**src/sshf_pkg.sv**
```systemverilog
// Shared types and constants of the single strip hit finder.
package sshf_pkg;

    localparam int TIME_W   = 32;
    localparam int MODULE_W = 3;
    localparam int STRIP_W  = 8;
    localparam int CFG_IDX_W = 2;

    // No-hit floor: -999999 ns with 8 fraction bits.
    localparam logic signed [TIME_W-1:0] NO_HIT_FLOOR = -32'sd255999744;

    // Configuration register indexes.
    localparam logic [CFG_IDX_W-1:0] CFG_LOWER_BOUND = 2'd0;
    localparam logic [CFG_IDX_W-1:0] CFG_UPPER_BOUND = 2'd1;
    localparam logic [CFG_IDX_W-1:0] CFG_USE_MODULE  = 2'd2;

    // Operand pairs of the shared comparator; result is a > b.
    typedef enum logic [1:0] {
        CMP_UPPER_LOWER = 2'd0,
        CMP_TIME_LOWER  = 2'd1,
        CMP_UPPER_TIME  = 2'd2,
        CMP_TIME_FLOOR  = 2'd3
    } cmp_sel_t;

endpackage

```
**src/sshf_ifs.sv**
```systemverilog
// Handshake interfaces of the hit input, result output and config write words.
interface sshf_in_if;
    logic                                  valid;
    logic                                  ready;
    logic                                  func;
    logic [sshf_pkg::MODULE_W-1:0]         module_id;
    logic [sshf_pkg::STRIP_W-1:0]          strip_id;
    logic                                  first_of_channel;
    logic signed [sshf_pkg::TIME_W-1:0]    hit_time;

    modport source (output valid, func, module_id, strip_id, first_of_channel, hit_time,
                    input ready);
    modport sink   (input valid, func, module_id, strip_id, first_of_channel, hit_time,
                    output ready);
endinterface

interface sshf_out_if;
    logic                                  valid;
    logic                                  ready;
    logic                                  found;
    logic [sshf_pkg::STRIP_W-1:0]          found_strip;
    logic signed [sshf_pkg::TIME_W-1:0]    found_time;

    modport source (output valid, found, found_strip, found_time, input ready);
    modport sink   (input valid, found, found_strip, found_time, output ready);
endinterface

interface sshf_cfg_if;
    logic                                  valid;
    logic                                  ready;
    logic [sshf_pkg::CFG_IDX_W-1:0]        index;
    logic [sshf_pkg::TIME_W-1:0]           data;

    modport source (output valid, index, data, input ready);
    modport sink   (input valid, index, data, output ready);
endinterface

```
**src/sshf_cmp_unit.sv**
```systemverilog
// Shared signed comparator with operand selection.
module sshf_cmp_unit (
    input  sshf_pkg::cmp_sel_t                 sel,
    input  logic signed [sshf_pkg::TIME_W-1:0] lower_bound,
    input  logic signed [sshf_pkg::TIME_W-1:0] upper_bound,
    input  logic signed [sshf_pkg::TIME_W-1:0] hit_time,
    output logic                               gt
);

    logic signed [sshf_pkg::TIME_W-1:0] op_a;
    logic signed [sshf_pkg::TIME_W-1:0] op_b;

    always_comb
    begin
        unique case (sel)
            sshf_pkg::CMP_UPPER_LOWER:
            begin
                op_a = upper_bound;
                op_b = lower_bound;
            end
            sshf_pkg::CMP_TIME_LOWER:
            begin
                op_a = hit_time;
                op_b = lower_bound;
            end
            sshf_pkg::CMP_UPPER_TIME:
            begin
                op_a = upper_bound;
                op_b = hit_time;
            end
            sshf_pkg::CMP_TIME_FLOOR:
            begin
                op_a = hit_time;
                op_b = sshf_pkg::NO_HIT_FLOOR;
            end
            default:
            begin
                op_a = hit_time;
                op_b = sshf_pkg::NO_HIT_FLOOR;
            end
        endcase
    end

    assign gt = (op_a > op_b);

endmodule

```
**src/single_strip_hit_finder_unit.sv**
```systemverilog
// Top level of the single strip hit finder: sequencer, hit map, time store, result register.
//
//  channel   | dir | fields                                              | word meaning
//  ----------+-----+-----------------------------------------------------+----------------------
//  hit_in    | in  | func, module_id, strip_id, first_of_channel,        | one time or
//            |     | hit_time                                            | end of event
//  result_out| out | found, found_strip, found_time                      | one per end of event
//  cfg       | in  | index, data                                         | register write
//
// A time word of another module, or of an already consumed record, is accepted and dropped.
// A candidate time takes at most these steps (accept, then window-enable, lower, upper and
// floor compares, all on the one shared comparator). For an end-of-event word
// the hit map is scanned one strip a cycle, then the time store
// is read (registered read) and the result loaded.
// Reset clears the hit map, the record flag, the config registers and the sequencer.
// hit_in is ready only while the sequencer is idle. Beyond the steps above, it stalls
// only when a new result is ready and the previous one has not yet been taken.
// cfg is always ready.
module single_strip_hit_finder_unit #(
    parameter int CHANNELS = 16
) (
    input  logic           clk,
    input  logic           rst_n,
    sshf_in_if.sink        hit_in,
    sshf_out_if.source     result_out,
    sshf_cfg_if.sink       cfg
);

    localparam int IDX_W = (CHANNELS > 1) ? $clog2(CHANNELS) : 1;

    typedef enum logic [7:0] {
        ST_IDLE      = 8'b0000_0001,
        ST_CMP_WIN   = 8'b0000_0010,
        ST_CMP_LO    = 8'b0000_0100,
        ST_CMP_HI    = 8'b0000_1000,
        ST_CMP_FLOOR = 8'b0001_0000,
        ST_SCAN      = 8'b0010_0000,
        ST_READ      = 8'b0100_0000,
        ST_EMIT      = 8'b1000_0000
    } state_t;

    state_t state_reg, state_next;

    // Config registers
    logic signed [sshf_pkg::TIME_W-1:0]   lower_bound_reg;
    logic signed [sshf_pkg::TIME_W-1:0]   upper_bound_reg;
    logic [sshf_pkg::MODULE_W-1:0]        use_module_reg;

    // Latched item
    logic [sshf_pkg::STRIP_W-1:0]         strip_reg;
    logic signed [sshf_pkg::TIME_W-1:0]   time_reg;

    // Record and event state
    logic                                 taken_reg, taken_next;
    logic [CHANNELS-1:0]                  hit_map_reg;
    logic signed [sshf_pkg::TIME_W-1:0]   strip_mem [CHANNELS];
    logic signed [sshf_pkg::TIME_W-1:0]   rd_data_reg;

    // Scan state
    logic [IDX_W-1:0]                     scan_idx_reg;
    logic [1:0]                           hit_cnt_reg;
    logic [IDX_W-1:0]                     hit_idx_reg;

    // Result register
    logic                                 out_valid_reg;
    logic                                 out_found_reg;
    logic [sshf_pkg::STRIP_W-1:0]         out_strip_reg;
    logic signed [sshf_pkg::TIME_W-1:0]   out_time_reg;

    sshf_pkg::cmp_sel_t                   cmp_sel;
    logic                                 cmp_gt;
    logic                                 in_accept;
    logic                                 taken_eff;
    logic                                 strip_ok;
    logic                                 store_en;
    logic                                 scan_last;
    logic                                 clear_map;
    logic                                 load_out;

    assign hit_in.ready = (state_reg == ST_IDLE);
    assign in_accept    = hit_in.valid && hit_in.ready;
    assign cfg.ready    = 1'b1;

    // A new record start drops the consumed flag before the check.
    assign taken_eff = hit_in.first_of_channel ? 1'b0 : taken_reg;
    assign strip_ok  = ({1'b0, strip_reg} < 9'(CHANNELS));
    assign scan_last = ({1'b0, scan_idx_reg} == (IDX_W + 1)'(CHANNELS - 1));

    sshf_cmp_unit u_cmp (
        .sel         (cmp_sel),
        .lower_bound (lower_bound_reg),
        .upper_bound (upper_bound_reg),
        .hit_time    (time_reg),
        .gt          (cmp_gt)
    );

    // Operand pair for each compare step
    always_comb
    begin
        unique case (state_reg)
            ST_CMP_WIN: cmp_sel = sshf_pkg::CMP_UPPER_LOWER;
            ST_CMP_LO:  cmp_sel = sshf_pkg::CMP_TIME_LOWER;
            ST_CMP_HI:  cmp_sel = sshf_pkg::CMP_UPPER_TIME;
            default:    cmp_sel = sshf_pkg::CMP_TIME_FLOOR;
        endcase
    end

    // Sequencer
    always_comb
    begin
        state_next = state_reg;
        taken_next = taken_reg;
        store_en   = 1'b0;
        clear_map  = 1'b0;
        load_out   = 1'b0;
        unique case (state_reg)
            ST_IDLE:
            begin
                if (in_accept)
                begin
                    if (hit_in.func)
                    begin
                        state_next = ST_SCAN;
                    end
                    else
                    begin
                        taken_next = taken_eff;
                        if (hit_in.module_id == use_module_reg && !taken_eff)
                        begin
                            state_next = ST_CMP_WIN;
                        end
                    end
                end
            end
            ST_CMP_WIN:
            begin
                // Window is only applied when upper > lower.
                state_next = cmp_gt ? ST_CMP_LO : ST_CMP_FLOOR;
            end
            ST_CMP_LO:
            begin
                state_next = cmp_gt ? ST_CMP_HI : ST_IDLE;
            end
            ST_CMP_HI:
            begin
                state_next = cmp_gt ? ST_CMP_FLOOR : ST_IDLE;
            end
            ST_CMP_FLOOR:
            begin
                // Record is consumed even if the floor or strip range rejects it.
                taken_next = 1'b1;
                store_en   = cmp_gt && strip_ok;
                state_next = ST_IDLE;
            end
            ST_SCAN:
            begin
                if (scan_last)
                begin
                    clear_map  = 1'b1;
                    taken_next = 1'b0;
                    state_next = ST_READ;
                end
            end
            ST_READ:
            begin
                state_next = ST_EMIT;
            end
            ST_EMIT:
            begin
                if (!out_valid_reg || result_out.ready)
                begin
                    load_out   = 1'b1;
                    state_next = ST_IDLE;
                end
            end
            default:
            begin
                state_next = ST_IDLE;
            end
        endcase
    end

    always_ff @(posedge clk or negedge rst_n)
    begin
        if (!rst_n)
        begin
            state_reg <= ST_IDLE;
            taken_reg <= 1'b0;
        end
        else
        begin
            state_reg <= state_next;
            taken_reg <= taken_next;
        end
    end

    // Config writes; indexes past the list are dropped.
    always_ff @(posedge clk or negedge rst_n)
    begin
        if (!rst_n)
        begin
            lower_bound_reg <= '0;
            upper_bound_reg <= '0;
            use_module_reg  <= '0;
        end
        else if (cfg.valid && cfg.ready)
        begin
            unique case (cfg.index)
                sshf_pkg::CFG_LOWER_BOUND: lower_bound_reg <= $signed(cfg.data);
                sshf_pkg::CFG_UPPER_BOUND: upper_bound_reg <= $signed(cfg.data);
                sshf_pkg::CFG_USE_MODULE:  use_module_reg  <= cfg.data[sshf_pkg::MODULE_W-1:0];
                default:
                begin
                end
            endcase
        end
    end

    // Item latch
    always_ff @(posedge clk)
    begin
        if (in_accept)
        begin
            strip_reg <= hit_in.strip_id;
            time_reg  <= hit_in.hit_time;
        end
    end

    // Hit map: one flop per strip, cleared at once after the scan.
    always_ff @(posedge clk or negedge rst_n)
    begin
        if (!rst_n)
        begin
            hit_map_reg <= '0;
        end
        else if (clear_map)
        begin
            hit_map_reg <= '0;
        end
        else if (store_en)
        begin
            hit_map_reg[strip_reg[IDX_W-1:0]] <= 1'b1;
        end
    end

    // Time store, one write and one registered read port.
    always_ff @(posedge clk)
    begin
        if (store_en)
        begin
            strip_mem[strip_reg[IDX_W-1:0]] <= time_reg;
        end
        rd_data_reg <= strip_mem[hit_idx_reg];
    end

    // Scan: count hits (saturating at two), remember the last hit strip.
    always_ff @(posedge clk or negedge rst_n)
    begin
        if (!rst_n)
        begin
            scan_idx_reg <= '0;
            hit_cnt_reg  <= '0;
            hit_idx_reg  <= '0;
        end
        else if (state_reg == ST_IDLE)
        begin
            scan_idx_reg <= '0;
            hit_cnt_reg  <= '0;
        end
        else if (state_reg == ST_SCAN)
        begin
            scan_idx_reg <= scan_idx_reg + 1'b1;
            if (hit_map_reg[scan_idx_reg])
            begin
                hit_cnt_reg <= (hit_cnt_reg == 2'd2) ? 2'd2 : hit_cnt_reg + 2'd1;
                hit_idx_reg <= scan_idx_reg;
            end
        end
    end

    // Result register
    always_ff @(posedge clk or negedge rst_n)
    begin
        if (!rst_n)
        begin
            out_valid_reg <= 1'b0;
        end
        else if (load_out)
        begin
            out_valid_reg <= 1'b1;
        end
        else if (result_out.ready)
        begin
            out_valid_reg <= 1'b0;
        end
    end

    always_ff @(posedge clk)
    begin
        if (load_out)
        begin
            out_found_reg <= (hit_cnt_reg == 2'd1);
            out_strip_reg <= (hit_cnt_reg == 2'd1) ? sshf_pkg::STRIP_W'(hit_idx_reg) : '0;
            out_time_reg  <= (hit_cnt_reg == 2'd1) ? rd_data_reg : '0;
        end
    end

    assign result_out.valid       = out_valid_reg;
    assign result_out.found       = out_found_reg;
    assign result_out.found_strip = out_strip_reg;
    assign result_out.found_time  = out_time_reg;

`ifndef SYNTH
    // Hit map is empty right after the end-of-event scan.
    assert property (@(posedge clk) disable iff (!rst_n)
        (state_reg == ST_READ) |-> (hit_map_reg == '0))
        else $error("hit map not cleared after scan");

    // Floor step always consumes the record.
    assert property (@(posedge clk) disable iff (!rst_n)
        (state_reg == ST_CMP_FLOOR) |=> taken_reg)
        else $error("record not consumed after floor compare");

    // A loaded result without a single hit carries zero strip and time.
    assert property (@(posedge clk) disable iff (!rst_n)
        $past(load_out) && !result_out.found |->
            (result_out.found_strip == '0) && (result_out.found_time == '0))
        else $error("empty result carries data");
`endif

endmodule

```
**src/flat_wrapper.sv**
```systemverilog
// flat-port wrapper written by rule: the top's interface ports become plain ports
module single_strip_hit_finder_unit_flat 
#(
    parameter int CHANNELS = 16
)
  (clk, rst_n, hit_in_valid, hit_in_func, hit_in_module_id, hit_in_strip_id, hit_in_first_of_channel, hit_in_hit_time, hit_in_ready, result_out_valid, result_out_found, result_out_found_strip, result_out_found_time, result_out_ready, cfg_valid, cfg_index, cfg_data, cfg_ready);
  sshf_in_if hit_in_i ();
  sshf_out_if result_out_i ();
  sshf_cfg_if cfg_i ();
  input  logic clk;
  input  logic rst_n;
  input wire logic [$bits(hit_in_i.valid)-1:0] hit_in_valid;
  input wire logic [$bits(hit_in_i.func)-1:0] hit_in_func;
  input wire logic [$bits(hit_in_i.module_id)-1:0] hit_in_module_id;
  input wire logic [$bits(hit_in_i.strip_id)-1:0] hit_in_strip_id;
  input wire logic [$bits(hit_in_i.first_of_channel)-1:0] hit_in_first_of_channel;
  input wire logic [$bits(hit_in_i.hit_time)-1:0] hit_in_hit_time;
  output wire logic [$bits(hit_in_i.ready)-1:0] hit_in_ready;
  output wire logic [$bits(result_out_i.valid)-1:0] result_out_valid;
  output wire logic [$bits(result_out_i.found)-1:0] result_out_found;
  output wire logic [$bits(result_out_i.found_strip)-1:0] result_out_found_strip;
  output wire logic [$bits(result_out_i.found_time)-1:0] result_out_found_time;
  input wire logic [$bits(result_out_i.ready)-1:0] result_out_ready;
  input wire logic [$bits(cfg_i.valid)-1:0] cfg_valid;
  input wire logic [$bits(cfg_i.index)-1:0] cfg_index;
  input wire logic [$bits(cfg_i.data)-1:0] cfg_data;
  output wire logic [$bits(cfg_i.ready)-1:0] cfg_ready;
  assign hit_in_i.valid = hit_in_valid;
  assign hit_in_i.func = hit_in_func;
  assign hit_in_i.module_id = hit_in_module_id;
  assign hit_in_i.strip_id = hit_in_strip_id;
  assign hit_in_i.first_of_channel = hit_in_first_of_channel;
  assign hit_in_i.hit_time = hit_in_hit_time;
  assign hit_in_ready = hit_in_i.ready;
  assign result_out_valid = result_out_i.valid;
  assign result_out_found = result_out_i.found;
  assign result_out_found_strip = result_out_i.found_strip;
  assign result_out_found_time = result_out_i.found_time;
  assign result_out_i.ready = result_out_ready;
  assign cfg_i.valid = cfg_valid;
  assign cfg_i.index = cfg_index;
  assign cfg_i.data = cfg_data;
  assign cfg_ready = cfg_i.ready;
  single_strip_hit_finder_unit #(.CHANNELS(CHANNELS)) u_core (.clk(clk), .rst_n(rst_n), .hit_in(hit_in_i), .result_out(result_out_i), .cfg(cfg_i));
endmodule
```
**config.mk**
```make
export PLATFORM = sky130hd
export DESIGN_NAME = single_strip_hit_finder_unit_flat
export DESIGN_NICKNAME = d
export VERILOG_FILES = /design/src/sshf_pkg.sv /design/src/sshf_ifs.sv /design/src/sshf_cmp_unit.sv /design/src/single_strip_hit_finder_unit.sv /design/src/flat_wrapper.sv
export SDC_FILE = /design/constraint.sdc
export NUM_CORES = 1
export LEC_CHECK = 0
export BUFFER_PORTS_ARGS = -buffer_cell sky130_fd_sc_hd__buf_4
export CORE_MARGIN = 10
export CORE_UTILIZATION = 53
export DETAILED_ROUTE_END_ITERATION = 8
export GPL_ROUTABILITY_DRIVEN = 0
export PLACE_DENSITY_LB_ADDON = 0.12
export SYNTH_ARGS = -nofsm -noshare
export SYNTH_HDL_FRONTEND = slang
export SYNTH_SLANG_ARGS = --single-unit
```
**constraint.sdc**
```tcl
create_clock -name clk -period 6.4 [get_ports clk]
set_input_delay 0.96 -clock clk [delete_from_list [all_inputs] [get_ports clk]]
set_output_delay 0.96 -clock clk [all_outputs]
set_load 0.02 [all_outputs]
```
==> impl_metrics.yaml, run 1 <==
run_status:
  run_status: "completed"
grt:
  grt_overflow: 0
  grt_pass1_wl_um: 90330
  grt_max_degree: 105
  grt_pass1_vias: 14230
  antenna_found_initial: 2
  grt_usage_pct: 19.04
layout:
  final_common_cell: "edfxtp_1"
  nets: 1674
  num_antenna_cells: 0
  post-route-util_pct: 61.87
  largest_reg_flops: 512
  fillers: 3726
  layout-drive-gt1-share_pct: 35.91
  layout_common_cells: "edfxtp_1, mux4_2, buf_4, mux2_2, dfrtp_1"
  area_growth_pct: 15.00
clock_tree:
  htree_levels: 3
  cts_hold_buf: 0
  postCtsSetupBuffers: 0
  clk_pin_slew_ns: 0.06
  root_buffer: "clkbuf_16"
  numCtsBuffers: 73
  clk_latency_ns: 0.60
  cts_buffer_depth: 3
  cts_tree: "done"
  post_cts_resized: 0
  cts_num_sinks: 724
logic_synthesis:
  syn-cell-area_um2: 28380
  ys_ff_latch: 724
  ys_seq_area_share_pct: 73.65
  syn_inst: 1401
  synth-main-ff-cell: "edfxtp_1"
  synth_edf_count: 589
  syn_area_per_cell_um2: 20.26
  async_flop_share_pct: 14.23
  synth_warnings: 0
  ys_types: 62
route:
  postRouteAntennaNets: 0
  vias_per_cell: 5.910
  route.detailed.drc: 0
  first_pass_iters: 6
  drt_wl_total_um: 59130
  vias: 13610
  wire_per_inst_um: 25.68
  drt-initial-drc-count: 1069
sta:
  fin_skew_ns: 0.01658
  fin_crit_ns: 5.420
  slew_viol_final: 0
  finalWorstSetupSlack_ns: 0.9798
  slew_headroom_pct: 23.53
  hold_viol: 0
  hold_ws_ns: 0.3157
  tightest_slew_ns: 1.144
  fin_crit_sh_pct: 84.69
  rsz0062_at_grt: "false"
  fmax_mhz: 184.5
  setup_viol: 0
  tns_ns: 0
floorplanning:
  die_w_um: 251.4
  dieArea_um2: 63210
  start_util_pct: 53.80
  rows: 84
  coreArea_um2: 52760
  ios: 128
  die_y_um: 251.4
placed_design:
  io_buffers: 122
  place_ws_ns: 0.8761
  hpwl_um: 36270
worst_setup_path:
  end_kind: "register"
  crit_type: "reg -> reg"
  cp.arrival_ns: 5.63
  rrSetupSlack_ns: 0.98
  rr_startpoint: "u_core.state_reg[1]"
  cp_max_fo: 32
  cp-start-kind: "register"
  r2r_end: "u_core.strip_mem[10][4]"
  critical_path_required_ns: 6.61
  reg2reg_depth: 12
power_and_ir_drop:
  cellLeakagePower_nw: 11.12
  p_per_area_nw_per_um2: 343.8
  ir_worst_vdd_mv: 0.3525
worst_hold_path:
  hold_class: "in -> async"
run:
  cap_violations: 0
-- worst max path at each step --
| stage | startpoint | end | slack (ns) | cells after the start |
|---|---|---|---|---|
| after floorplan | u_core.state_reg[0] | u_core.strip_mem[13][0] | -0.42 | 14 |
| after global placement | u_core.state_reg[1] | u_core.strip_mem[10][10] | 1.00 | 12 |
| after detailed placement | u_core.state_reg[1] | u_core.strip_mem[10][10] | 0.88 | 12 |
| after CTS | u_core.state_reg[1] | u_core.strip_mem[9][14] | 0.86 | 12 |
| after global routing | u_core.state_reg[1] | u_core.strip_mem[8][31] | 0.51 | 12 |
| final | u_core.state_reg[1] | u_core.strip_mem[10][4] | 0.98 | 12 |
-- routing by layer --
| metal | GRT usage [%] | part of all wire, % | wire length [um] | vias to the layer above |
|---|---|---|---|---|
| met4 | 5.211 | 1.8 | 1039 | 0 |
| met2 | 28.34 | 46 | 26990 | 440 |
| li1 | - | - | - | 5949 |
| met5 | 0 | 0 | 0 | - |
| met3 | 4.431 | 7.8 | 4629 | 74 |
| met1 | 27.98 | 45 | 26480 | 7148 |
-- per-stage QoR --
step	cell area (um2)	instances	total power [W]
after floorplan	28400	1404	0.006526
after global placement	30200	2168	0.006976
after detailed placement	30200	2168	0.007020
after CTS	32640	2303	0.01132
after global routing	32640	2303	0.01166
final	32640	2303	0.01122
-- logic make-up after synthesis --
logic type | after synthesis | share of synthesized area [%]
other cells | 2 | 0.02646
compound gates | 74 | 1.666
fa+ha+maj | 35 | 1.543
mux | 290 | 17.99
xor+xnor | 6 | 0.1851
buf+inv | 75 | 1.111
flops | 724 | 73.65
simple gates | 195 | 3.826
-- worst max-delay path, stage by stage, from the launching register on --
cell and delay (ns):
dfrtp_1 0.43, nor4_2 0.48, nand4b_1 0.23, nand2_1 0.65
nand2_1 0.13, ha_1 0.33, nand4_1 0.13, nor4_1 0.62
o21ai_0 0.29, a31oi_4 0.32, o21a_4 0.22, o21ai_2 0.22
nor2_4 0.94
-- layout make-up --
cell class | instances | area, um2 | share of cell area [%]
Sequential cell | 724 | 20920 | 64.07
Multi-Input combinational cell | 605 | 7303 | 22.37
Clock buffer | 95 | 2067 | 6.332
Timing Repair Buffer | 144 | 1094 | 3.350
Tap cell | 688 | 860.8 | 2.637
Clock inverter | 40 | 376.6 | 1.154
Inverter | 7 | 26.28 | 0.08049
-- synth_stat cells (all sizes together) (6+ instances only) --
cell type | number | area [um2]
ha | 35 | 437.9
and2 | 37 | 231.5
nor4 | 6 | 43.79
edfxtp | 589 | 17690
nand2b | 9 | 66.31
nor2 | 33 | 131.4
mux4 | 164 | 3694
nand2 | 56 | 210.2
clkbuf | 40 | 150.1
nand3b | 18 | 135.1
dfxtp | 32 | 640.6
buf | 28 | 138.9
dfrtp | 102 | 2552
nand4 | 6 | 37.54
mux2 | 121 | 1363
a21oi | 13 | 65.06
xor2 | 6 | 52.55
inv | 6 | 22.52
o21ai | 41 | 216.5
-- power by group --
part           internal, W  switching, W
Combinational     0.000436      0.000542
Clock              0.00256       0.00174
Sequential         0.00553      0.000406
No activity file was read; power rests on OpenSTA's default activity.
==> inputs of run 2 (changes only) <==
--- a/config.mk
+++ b/config.mk
@@ -5,6 +5,7 @@
 export SDC_FILE = /design/constraint.sdc
 export NUM_CORES = 1
 export LEC_CHECK = 0
+export ABC_AREA = 1
 export BUFFER_PORTS_ARGS = -buffer_cell sky130_fd_sc_hd__buf_4
 export CORE_MARGIN = 10
 export CORE_UTILIZATION = 53
==> constraint.sdc (replaced) <==
create_clock -name clk -period 4.6 [get_ports clk]
set_input_delay 0.69 -clock clk [delete_from_list [all_inputs] [get_ports clk]]
set_output_delay 0.69 -clock clk [all_outputs]
set_load 0.02 [all_outputs]
==> impl_metrics.yaml, run 2 <==
logic_synthesis:
  synth_warnings: 0
  syn_area_per_cell_um2: 13.02
  async_flop_share_pct: 14.23
  yosysTopAreaCell: "edfxtp_1"
  ys_ff_latch: 724
  syn-cell-area_um2: 29720
  synth_top_area_share_pct: 59.52
  synth.most_common_cell: "edfxtp_1"
  synth-main-ff-cell: "edfxtp_1"
  synthTopCellsByArea: "edfxtp_1, dfrtp_1, mux2i_1, o21ai_0, inv_1"
  synth_edf_count: 589
  ys_types: 49
  ys_top_cells_by_count: "edfxtp_1, inv_1, o21ai_0"
  syn_inst: 2282
  ys_seq_area_share_pct: 70.35
run_status:
  run_status: "completed"
sta:
  fin_crit_ns: 4.290
  slew_viol_final: 0
  setup_viol: 0
  fmax_mhz: 233.1
  hold_ws_ns: 0.1367
  fin_skew_ns: 0.01706
  slew_headroom_pct: 17.10
  hold_viol: 0
  fin_crit_sh_pct: 93.25
  tightest_slew_ns: 1.241
  rsz0062_at_grt: "false"
  tns_ns: 0
grt:
  grt_max_degree: 95
  antenna_found_initial: 2
  grt_pass1_vias: 18180
  grt_usage_pct: 21.55
  grt_overflow: 0
  grt_pass1_wl_um: 109800
floorplanning:
  ios: 128
  coreArea_um2: 55310
  dieArea_um2: 65940
  start_util_pct: 53.73
  die_w_um: 256.8
  die_y_um: 256.8
  rows: 86
power_and_ir_drop:
  p_per_area_nw_per_um2: 468.2
  ir_worst_vdd_mv: 0.3417
  cellLeakagePower_nw: 12.87
clock_tree:
  cts_buffer_depth: 3
  cts_tree: "done"
  postCtsSetupBuffers: 0
  htree_levels: 3
  clk_pin_slew_ns: 0.06
  post_cts_resized: 0
  cts_num_sinks: 724
  root_buffer: "clkbuf_16"
  cts_hold_buf: 0
  numCtsBuffers: 73
  clk_latency_ns: 0.61
layout:
  layout-drive-gt1-share_pct: 14.33
  fillers: 4276
  post-route-util_pct: 61.62
  area_growth_pct: 14.69
  layout_common_cells: "edfxtp_1, inv_1, o21ai_0, nand2_1, buf_4"
  num_antenna_cells: 0
  multi_input_area_um2: 7181
  largest_reg_flops: 512
  nets: 2529
  final_common_cell: "edfxtp_1"
  final_area_um2: 34080
  seq_area_um2: 20920
route:
  drt_wl_total_um: 71180
  vias_per_cell: 5.615
  first_pass_iters: 5
  wire_per_inst_um: 22.12
  vias: 18070
  drt-initial-drc-count: 1642
  postRouteAntennaNets: 0
  route.detailed.drc: 0
worst_setup_path:
  cp_common_cell: "nand2_2"
  cp.arrival_ns: 4.63
  reg2reg_depth: 19
  critical_path_required_ns: 4.94
  end_kind: "register"
  critical-path-slowest-cell: "clkinv_1"
  crit_chain: "inv_1 -> nand2_2 -> nor2_8 -> nand4_1 -> nand3_2 -> nand2_2 -> buf_12 -> mux2_1 -> ha_1 -> nand2_1 -> nor2_2 -> nand2_2 -> nor4_4 -> nand2_1 -> nand3_1 -> nand2_4 -> nand4_1 -> clkinv_1 -> buf_12"
  cp-start-kind: "register"
  crit_type: "reg -> reg"
  rrSetupSlack_ns: 0.31
  rr_startpoint: "u_core.state_reg[6]"
  r2r_end: "u_core.strip_mem[13][10]"
  cp_max_fo: 32
  cp_slowest_stage_delay_ns: 0.47
worst_hold_path:
  hold_class: "in -> async"
placed_design:
  io_buffers: 122
  dpl_cell_area_um2: 31610
  hpwl_um: 42230
run:
  cap_violations: 0
==> run 2: changes by cell type after synthesis, sizes merged, moves of 18 or more <==
cell,change
o211ai,+128
and2,-37
clkbuf,+44
nand3b,-18
mux4,-164
nand2,+178
mux2i,+124
buf,+18
mux2,-90
nand3,+54
a21oi,+157
o21ai,+213
inv,+268
nor2,+22
==> run 2: how the worst max path moves through the flow <==
stage	slack (ns)	cells past startpoint	from	to
detailed placement	0.31	17	u_core.state_reg[6]	u_core.strip_mem[13][2]
CTS	0.29	17	u_core.state_reg[6]	u_core.strip_mem[13][10]
global route	0.02	22	u_core.state_reg[6]	u_core.strip_mem[13][10]
floorplan	0.72	20	u_core.state_reg[5]	u_core.strip_mem[10][0]
finish	0.31	19	u_core.state_reg[6]	u_core.strip_mem[13][10]
global placement	0.44	17	u_core.state_reg[5]	u_core.strip_mem[13][8]
==> run 2: cell families (layout without fill, tap and decap cells) <==
family	count (synthesis)	in the layout	synth area share, %
AO/OA/AOI/OAI	574	574	11.01
adder cells (fa/ha/maj)	35	35	1.474
AND/OR/NAND/NOR	380	380	5.920
buffers and inverters	404	589	5.608
multiplexers	160	160	5.520
XOR/XNOR	3	3	0.08843
flip-flops	724	724	70.35
other	2	5	0.02527
==> run 2: layout make-up <==
cell class / instances / area share (%)
clock buffers: 96 / 6.068
clock inverters: 39 / 1.178
inverters: 274 / 3.021
multi-input cells: 1157 / 21.07
flip-flops and latches: 724 / 61.37
well taps: 748 / 2.746
repair buffers: 180 / 4.552
==> run 2: per-stage QoR <==
stage / cells / power, W / setup slack (ns)
global placement: 3083 / 0.009926 / 0.4395
floorplan: 2285 / 0.009261 / 0.7211
CTS: 3218 / 0.01606 / 0.2882
global route: 3218 / 0.01661 / 0.02301
finish: 3218 / 0.01596 / 0.3104
detailed placement: 3083 / 0.009994 / 0.3074
==> run 2: routing by layer <==
layer  global-route usage, %  vias to the layer above  routed length, um
met5                       0                        -                  0
met4                   6.541                        0               1500
met3                   3.408                       93               4280
met2                   34.90                      575              34100
met1                   29.61                     8965              31290
li1                        -                     8436                  -
==> run 2: worst max-delay path: cells and delay by family (launching register included) <==
kind / cells / cell delay [ns]
and+or+nand+nor: 13 / 1.78
muxes: 1 / 0.33
buffers and inverters: 4 / 1.12
adders and majority gates: 1 / 0.35
DFF: 1 / 0.39
==> run 2: report_power, final <==
part | switching (W) | internal (W) | total (W)
sequential | 0.000394 | 0.00763 | 0.00803
clock | 0.00246 | 0.00362 | 0.00608
combinational | 0.00120 | 0.000654 | 0.00185
